<file path="config.mk">
export PLATFORM = sky130hd
export DESIGN_NAME = sorted_priority_queue
export DESIGN_NICKNAME = d
export VERILOG_FILES = /design/src/hdl/spq_pkg.sv /design/src/hdl/spq_cell.sv /design/src/hdl/sorted_priority_queue.sv
export SDC_FILE = /design/constraint.sdc
export NUM_CORES = 1
export LEC_CHECK = 0
export ABC_AREA = 1
export BUFFER_PORTS_ARGS = -buffer_cell sky130_fd_sc_hd__buf_2
export CAP_MARGIN = 20
export CORE_UTILIZATION = 45
export DETAILED_ROUTE_END_ITERATION = 8
export PLACE_DENSITY = 0.7
export SLEW_MARGIN = 10
export SYNTH_ARGS = -nofsm -noshare
export SYNTH_HDL_FRONTEND = slang
export SYNTH_SLANG_ARGS = --single-unit
</file>
<file path="constraint.sdc">
create_clock -name clk -period 7.3 [get_ports clk]
set_input_delay 1.46 -clock clk [delete_from_list [all_inputs] [get_ports clk]]
set_output_delay 1.46 -clock clk [all_outputs]
set_load 0.01 [all_outputs]
</file>
<file path="src/hdl/spq_pkg.sv">
// Shared types and codes for the sorted priority queue.
`default_nettype none
package spq_pkg;

  localparam int VALUE_W = 32;
  localparam int PRIO_W  = 16;
  localparam int CAP_W   = 4;
  localparam int OCC_W   = 4;

  localparam logic KIND_PUSH = 1'b0;
  localparam logic KIND_POP  = 1'b1;

  localparam logic [3:0] CAP_RESET = 4'd8;
  localparam logic       REG_CAPACITY = 1'b0;  // register index, paddr[2]

  typedef enum logic [1:0] {
    ST_DONE  = 2'd0,
    ST_FULL  = 2'd1,
    ST_EMPTY = 2'd2
  } status_t;

  typedef struct packed {
    logic [VALUE_W-1:0] value;
    logic [PRIO_W-1:0]  prio;
  } entry_t;

  // Command broadcast to every cell for one accepted item.
  typedef struct packed {
    logic   push;
    logic   pop;
    entry_t fresh;
  } cmd_t;

endpackage
`default_nettype wire

</file>
<file path="src/hdl/spq_cell.sv">
// One storage cell of the sorted shift chain.
`default_nettype none
module spq_cell (
  input  wire logic           clk,
  input  wire spq_pkg::cmd_t  cmd,
  input  wire logic           occupied,
  input  wire logic           left_ge,
  input  wire spq_pkg::entry_t left_entry,
  input  wire spq_pkg::entry_t right_entry,
  output spq_pkg::entry_t     entry,
  output spq_pkg::entry_t     entry_next,
  output logic                ge
);
  import spq_pkg::*;

  // Entry stays in place when it ranks ahead of (or ties with) the new item.
  assign ge = occupied && ($signed(entry.prio) >= $signed(cmd.fresh.prio));

  always_comb begin
    entry_next = entry;
    if (cmd.push) begin
      if (!ge) begin
        entry_next = left_ge ? cmd.fresh : left_entry;
      end
    end else if (cmd.pop) begin
      entry_next = right_entry;
    end
  end

  always_ff @(posedge clk) begin
    entry <= entry_next;
  end

endmodule
`default_nettype wire

</file>
<file path="src/hdl/sorted_priority_queue.sv">
// Top level: sorted priority queue built from a chain of shift cells.
//
//  channel | dir | handshake          | contents
//  s_*     | in  | s_tvalid/s_tready  | tuser: kind; tdata: item_value, item_priority
//  m_*     | out | m_tvalid/m_tready  | tuser: status; tdata: popped, head, valid, occupancy
//  apb     | in  | psel/penable/pready| capacity_limit at byte address 0
//
// One item per cycle: every cell compares its priority with the new item in
// parallel and moves one place in the same cycle, so a push or pop finishes
// in the cycle it is accepted. The result sits in an output register; a new
// item is taken while that register is empty or being drained.
// rst clears the count and output valid and sets capacity to 8; cell contents
// are not reset.
`default_nettype none
module sorted_priority_queue #(
  parameter int DEPTH = 8
) (
  input  wire logic        clk,
  input  wire logic        rst,
  input  wire logic        s_tvalid,
  output logic             s_tready,
  input  wire logic [47:0] s_tdata,   // [31:0] item_value, [47:32] item_priority
  input  wire logic        s_tuser,   // [0] kind
  output logic             m_tvalid,
  input  wire logic        m_tready,
  output logic [71:0]      m_tdata,   // [31:0] popped_value, [63:32] head_value,
                                      // [64] head_valid, [68:65] occupancy, zero pad
  output logic [1:0]       m_tuser,   // [1:0] status
  input  wire logic        psel,
  input  wire logic        penable,
  input  wire logic        pwrite,
  input  wire logic [2:0]  paddr,
  input  wire logic [31:0] pwdata,
  output logic [31:0]      prdata,
  output logic             pready
);
  import spq_pkg::*;

  localparam int CW = $clog2(DEPTH + 1);
  localparam int LW = (CW > CAP_W) ? CW : CAP_W;

  logic [CAP_W-1:0] capacity;
  logic [CW-1:0]    count;
  logic [CW-1:0]    count_next;
  logic [LW-1:0]    cap_ext;
  logic [LW-1:0]    limit;
  logic [LW-1:0]    count_ext;
  logic [LW-1:0]    count_next_ext;
  logic             accept;
  logic             is_full;
  logic             is_empty;
  cmd_t             cmd;
  status_t          status_next;
  logic [VALUE_W-1:0] popped_next;
  logic [VALUE_W-1:0] head_next;

  entry_t ents  [DEPTH];
  entry_t nexts [DEPTH];
  logic   ges   [DEPTH];

  // Configuration port.
  assign pready = 1'b1;
  always_ff @(posedge clk) begin
    if (rst) begin
      capacity <= CAP_RESET;
    end else if (psel && penable && pwrite && pready && (paddr[2] == REG_CAPACITY)) begin
      capacity <= pwdata[CAP_W-1:0];
    end
  end
  assign prdata = (paddr[2] == REG_CAPACITY) ? {{(32-CAP_W){1'b0}}, capacity} : 32'd0;

  assign cap_ext   = LW'(capacity);
  assign count_ext = LW'(count);
  assign limit     = (cap_ext < LW'(DEPTH)) ? cap_ext : LW'(DEPTH);
  assign is_full   = (count_ext >= limit);
  assign is_empty  = (count == '0);

  assign s_tready = !m_tvalid || m_tready;
  assign accept   = s_tvalid && s_tready;

  always_comb begin
    cmd.push        = accept && (s_tuser == KIND_PUSH) && !is_full;
    cmd.pop         = accept && (s_tuser == KIND_POP) && !is_empty;
    cmd.fresh.value = s_tdata[31:0];
    cmd.fresh.prio  = s_tdata[47:32];
  end

  genvar i;
  generate
    for (i = 0; i < DEPTH; i++) begin : g_cell
      logic   left_ge;
      entry_t left_entry;
      entry_t right_entry;
      if (i == 0) begin : g_first
        assign left_ge    = 1'b1;
        assign left_entry = cmd.fresh;
      end else begin : g_mid
        assign left_ge    = ges[i-1];
        assign left_entry = ents[i-1];
      end
      if (i == DEPTH - 1) begin : g_last
        assign right_entry = ents[i];
      end else begin : g_inner
        assign right_entry = ents[i+1];
      end
      spq_cell u_cell (
        .clk         (clk),
        .cmd         (cmd),
        .occupied    (count > CW'(i)),
        .left_ge     (left_ge),
        .left_entry  (left_entry),
        .right_entry (right_entry),
        .entry       (ents[i]),
        .entry_next  (nexts[i]),
        .ge          (ges[i])
      );
    end
  endgenerate

  always_comb begin
    count_next = count;
    if (cmd.push) begin
      count_next = count + CW'(1);
    end else if (cmd.pop) begin
      count_next = count - CW'(1);
    end
  end

  always_comb begin
    status_next = ST_DONE;
    if (s_tuser == KIND_PUSH) begin
      if (is_full) status_next = ST_FULL;
    end else begin
      if (is_empty) status_next = ST_EMPTY;
    end
  end

  assign count_next_ext = LW'(count_next);
  assign popped_next    = cmd.pop ? ents[0].value : '0;
  assign head_next      = (count_next != '0) ? nexts[0].value : '0;

  always_ff @(posedge clk) begin
    if (rst) begin
      count    <= '0;
      m_tvalid <= 1'b0;
    end else begin
      count <= count_next;
      if (accept) begin
        m_tvalid <= 1'b1;
      end else if (m_tready) begin
        m_tvalid <= 1'b0;
      end
    end
  end

  always_ff @(posedge clk) begin
    if (accept) begin
      m_tuser <= status_next;
      m_tdata <= {3'b000, count_next_ext[OCC_W-1:0], (count_next != '0),
                  head_next, popped_next};
    end
  end

endmodule
`default_nettype wire

</file>
== Word-level counts from Yosys, hierarchy flattened ==
Index checks and enable logic that the tools add are counted.
Word-level totals
  bits in registers: 464
  bits in latches: 0
  RAM bits: 0
  ROM bits: 0
  word-level logic and storage cells: 122
  memories: 0
Cells by class
  add/subtract/negate cells: 2
  multipliers: 0
  divide/modulo/power cells: 0
  order comparisons: 18
  equality and inequality tests: 7
  shift operators: 0
  multiplexer cells: 37
  bitwise logic cells: 3
  reduce and logical (&&, ||, !) cells: 32
Operators by type and width (number)
  48-bit 2-to-1 mux: 28
  16-bit >= comparator: 8
  4-bit by 3-bit > comparator with 1-bit output, second input constant: 4
  1-bit logical AND: 16
  4-bit 2-to-1 mux: 4
  2-bit AND reduction: 8
  2-bit inequality test, second input constant: 7
  4-bit by 1-bit > comparator with 1-bit output, second input constant: 2
  4-bit by 2-bit > comparator with 1-bit output, second input constant: 2
  4-bit by 1-bit adder with 4-bit output, second input constant: 1
  4-bit >= comparator: 1
  4-bit zero test: 1
  4-bit < comparator, second input constant: 1
  2-bit 2-to-1 mux: 2
  2-bit nonzero test: 2
  4-bit nonzero test: 1
  4-bit by 1-bit subtractor with 4-bit output, second input constant: 1
  1-bit zero test: 3
  1-bit 2-to-1 mux: 3
  1-bit inverter: 3
  1-bit logical OR: 1

== Logic depth before layout (Yosys ltp) ==
  depth in word-level cells: 8
  gate-level depth with buffers: 17
  mapped depth without buffers: 15

== Cells and area by module ==
Synthesis repeated with hierarchy kept, for this count alone.
Unflattened totals
  cell total of the unflattened synthesis: 4950
  area total of the unflattened synthesis: 32737.6 sq um
Modules (own cells, without submodules)
  spq_cell: times used 8, cells an instance 573, area an instance 3595.9 sq um, seq. area each 960.9 sq um
  sorted_priority_queue: times used 1, cells an instance 366, area an instance 3970.1 sq um, seq. area each 2312.2 sq um

== Worst setup path before layout ==
OpenSTA, ideal clock, no wires.
  path kind: input to register
  from: input s_tdata[47]
  to: register g_cell[1].u_cell.entry[0] (netlist bit) (enable)
  library setup time: 0.482 ns
  data arrival time: 5.295 ns
  required time: 6.818 ns
  path slack: 1.523 ns
  stages on the path: 12
  path through: inv_2 -> ha_1 -> nand2_1 -> nor2_1 -> nand4_1 -> nor2_1 -> nand2_1 -> nand4_1 -> nand3_2 -> buf_2 -> buf_2 -> a31oi_1
Between the ends
  cells in the longest elaborated chain, start to end: 4
Ends and longest elaborated chain
  start, declared: line sorted_priority_queue.sv:22  | input wire logic [47:0] s_tdata,
  16-bit >= comparator: line spq_cell.sv:17  | assign ge = occupied && ($signed(entry.prio) >= $signed(cmd.fresh.prio));
  1-bit logical AND: line spq_cell.sv:17
  2-bit inequality test (no line)
  2-bit AND reduction (no line)
  end signal, assigned: line spq_cell.sv:31  | entry <= entry_next;
  end, declared: line spq_cell.sv:10  | output spq_pkg::entry_t entry,
Every way passes these cells.
A chain may end at the register's enable or synchronous reset.

== Final worst setup path ==
  from: input s_tdata[47]
  to: register g_cell[1].u_cell.entry[2] (netlist bit) (enable)
Same word-level chain as after synthesis.

==> impl_metrics.ini <==
[cells_and_area]
regArea_um2 = 13500
utilization_pct = 50.8
final_area_um2 = 30300
nets = 3592
area_growth_pct = 10.7
fill_cells = 5575
multi_input_area_um2 = 11500
drive_above_1_share_pct = 9.65

[timing]
final-setup-viol-count = 0
drv_slew = 0
hold_viol = 0
tightestPinTransition_ns = 1.11
min_period_over_period_pct = 69.9
period_needed_ns = 5.10
rsz0062_at_grt = false
finalSetupTns_ns = 0
relSlewSlack_pct = 26.0
fin_skew_ns = 0.0228
maxClockFrequency_ghz = 0.196

[die]
die_area_um2 = 61700
coreArea_um2 = 59600
fp.dieW_um = 248
io_pins = 200
rows = 89
initial_core_util_pct = 45.9
dieHeight_um = 248

[setup_path]
cp-startpoint = s_tdata[47]
cp_max_fo = 22
ff2ff_setup_slack_ns = 2.50
start_kind = input port
cp.depth = 12
endpoint = g_cell[1].u_cell.entry[2]
crit_buf_inv = 3
cp-end-kind = flip-flop
slowest_delay_ns = 1.17
r2r-start = cap_ext[3]
cpMaxStageDelayCell = a31oi_4
crit_chain = buf_2 -> inv_2 -> ha_1 -> nand2_1 -> nor2_1 -> nand4_1 -> nor2_1 -> nand2_1 -> nand4_1 -> nand3_2 -> a31oi_4 -> buf_4
crit_arrival_ns = 5.38
r2r_end = g_cell[3].u_cell.entry[5]
critPathRequiredTime_ns = 7.58
rr_worst_depth = 10
critPathTopFamily = simple AND/OR/NAND/NOR gates
path_class = input port to flip-flop

[detailed_routing]
dr_total_vias = 23200
first_pass_iters = 5
finalWirelength_um = 78800
viasPerCell = 5.55
route.detailed.drc = 0
drtAntennaViolNets = 0
drt_iter0_drc = 2504
wl_per_cell_um = 18.8

[placement]
place_area_um2 = 28500
routabilityCongestion = 0.861
hpwlAfterDp_um = 46400
port_buffers = 137

[run_status]
status = finished, final reports clean

[yosys]
ys_seq_elements = 464
synth_edf_count = 423
ys_types = 44
ys_seq_area_share_pct = 49.5
syn_inst = 3333
synth_ff_type = edfxtp_1
syn_area_per_cell_um2 = 8.20
synthArstFlopShare_pct = 0
ys_warn_count = 0
syn_area_um2 = 27300

[cts]
numCtsBuffers = 53
clk_path_buf_depth = 3
clock_latency_ns = 0.62
numClockSinks = 464
path_clk_slew_ns = 0.06
root_buffer = clkbuf_16
hold_buffers = 0
cts_resized = 0
htree_levels = 2
cts_tree = built
post_cts_buffers = 0

[power]
total_leakage_power_nw = 14.2
ir_worst_vdd_v = 0.000245
p_total_w = 0.00909
p_per_area_nw_per_um2 = 300

[global_route]
grt_max_degree = 190
grt_pass1_wl_um = 123000
antenna_found_initial = 6
grt_pass1_vias = 21900
grt_usage_pct = 25.1
gr-total-overflow = 0

[hold_path]
min_path_type = flip-flop to flip-flop

[run]
drv_cap = 0
[power breakdown]
| group | total (W) | switching, W | internal [W] |
|---|---|---|---|
| clock network | 0.00279 | 0.00115 | 0.00164 |
| logic | 0.00255 | 0.00185 | 0.000696 |
| registers | 0.00376 | 0.000227 | 0.00353 |
[cell type report]
cell class | count | area share [%]
Tap cell | 773 | 3.20
Clock inverter | 25 | 1.01
Clock buffer | 74 | 4.91
Timing Repair Buffer | 175 | 3.33
Multi-Input combinational cell | 2285 | 38.1
Inverter | 385 | 4.80
Sequential cell | 464 | 44.7
Antenna cell | 1 | 0.00827
[cell usage in the layout (no fill, tap or decap), types with 6 or more instances in the layout]
master	instances
inv_1	363
nand4_1	26
nand3_1	629
ha_1	137
clkbuf_1	14
buf_2	137
inv_2	19
nand2_2	11
dfxtp_1	41
conb_1	32
o21ai_0	45
clkinv_2	10
clkbuf_16	54
edfxtp_1	423
a21oi_2	9
nor2_1	82
o22ai_1	16
a21oi_1	148
o21ai_1	14
nand2_1	1051
a22oi_1	32
bufinv_16	6
clkbuf_8	6
buf_4	35
[sequential cells by signal, summed over array words and instances, names as in the netlist]
register	flops
g_cell.u_cell.entry	384
m_tdata	69
cap_ext	4
count	4
m_tuser	2
m_tvalid	1
[kinds of logic (layout without fill, tap and decap cells)]
logic type / after synthesis / count (layout) / share of synthesized area (%)
AO/OA/AOI/OAI: 285 / 285 / 5.86
XOR/XNOR: 4 / 4 / 0.128
adder cells (fa/ha/maj): 137 / 137 / 6.27
flip-flops: 464 / 464 / 49.5
buffers and inverters: 614 / 659 / 9.50
other: 2 / 33 / 0.0275
AND/OR/NAND/NOR: 1827 / 1827 / 28.8
[routing by layer]
layer | vias to the layer above | wire (um) | global-route usage, % | share of wire [%]
li1 | 11100 | - | - | -
met1 | 10800 | 33400 | 35.1 | 42
met2 | 1149 | 35200 | 39.7 | 45
met3 | 159 | 7650 | 3.72 | 9.7
met4 | 10 | 2390 | 8.75 | 3.0
met5 | - | 65 | 0 | 0.083
[how the worst min path moves through the flow]
stage                          start         end  cells after the start
final                     cap_ext[1]  cap_ext[1]                      2
after CTS                 cap_ext[1]  cap_ext[1]                      2
after detailed placement  cap_ext[1]  cap_ext[1]                      2
after global placement    cap_ext[1]  cap_ext[1]                      2
after global routing      cap_ext[1]  cap_ext[1]                      2
after floorplan           cap_ext[1]  cap_ext[1]                      2
[per-stage QoR]
stage / instances / hold WS [ns] / setup slack (ns)
5_1_grt: 4181 / 0.493 / 1.98
4_1_cts: 4181 / 0.475 / 2.29
6_report: 4182 / 0.475 / 2.20
2_1_floorplan: 3363 / 0.444 / 1.52
3_5_place_dp: 4082 / 0.466 / 1.65
3_3_place_gp: 4082 / 0.468 / 1.69
[worst reg2reg max path, cell delays in order (launching register included)]
cell	delay (ns)
dfxtp_1	0.33
inv_1	0.11
ha_1	0.34
a21o_1	0.20
a31oi_2	0.24
nand3_4	0.63
inv_8	0.88
nor2_4	0.19
buf_4	0.38
a31oi_4	0.85
buf_12	0.32
[Yosys cell counts (18+ instances only)]
| cell | count | share of area [%] |
|---|---|---|
| buf_4 | 48 | 1.3 |
| inv_2 | 18 | 0.25 |
| dfxtp_1 | 41 | 3.0 |
| buf_2 | 64 | 1.2 |
| edfxtp_1 | 423 | 46 |
| clkbuf_1 | 102 | 1.4 |
| nand4_1 | 26 | 0.59 |
| o21ai_0 | 45 | 0.82 |
| inv_1 | 367 | 5.0 |
| nand2_1 | 1060 | 15 |
| a22oi_1 | 32 | 0.88 |
| ha_1 | 137 | 6.3 |
| nand3_1 | 630 | 12 |
| a21oi_1 | 149 | 2.7 |
| nor2_1 | 82 | 1.1 |
Note: power is estimated with default switching activity, not from simulation.
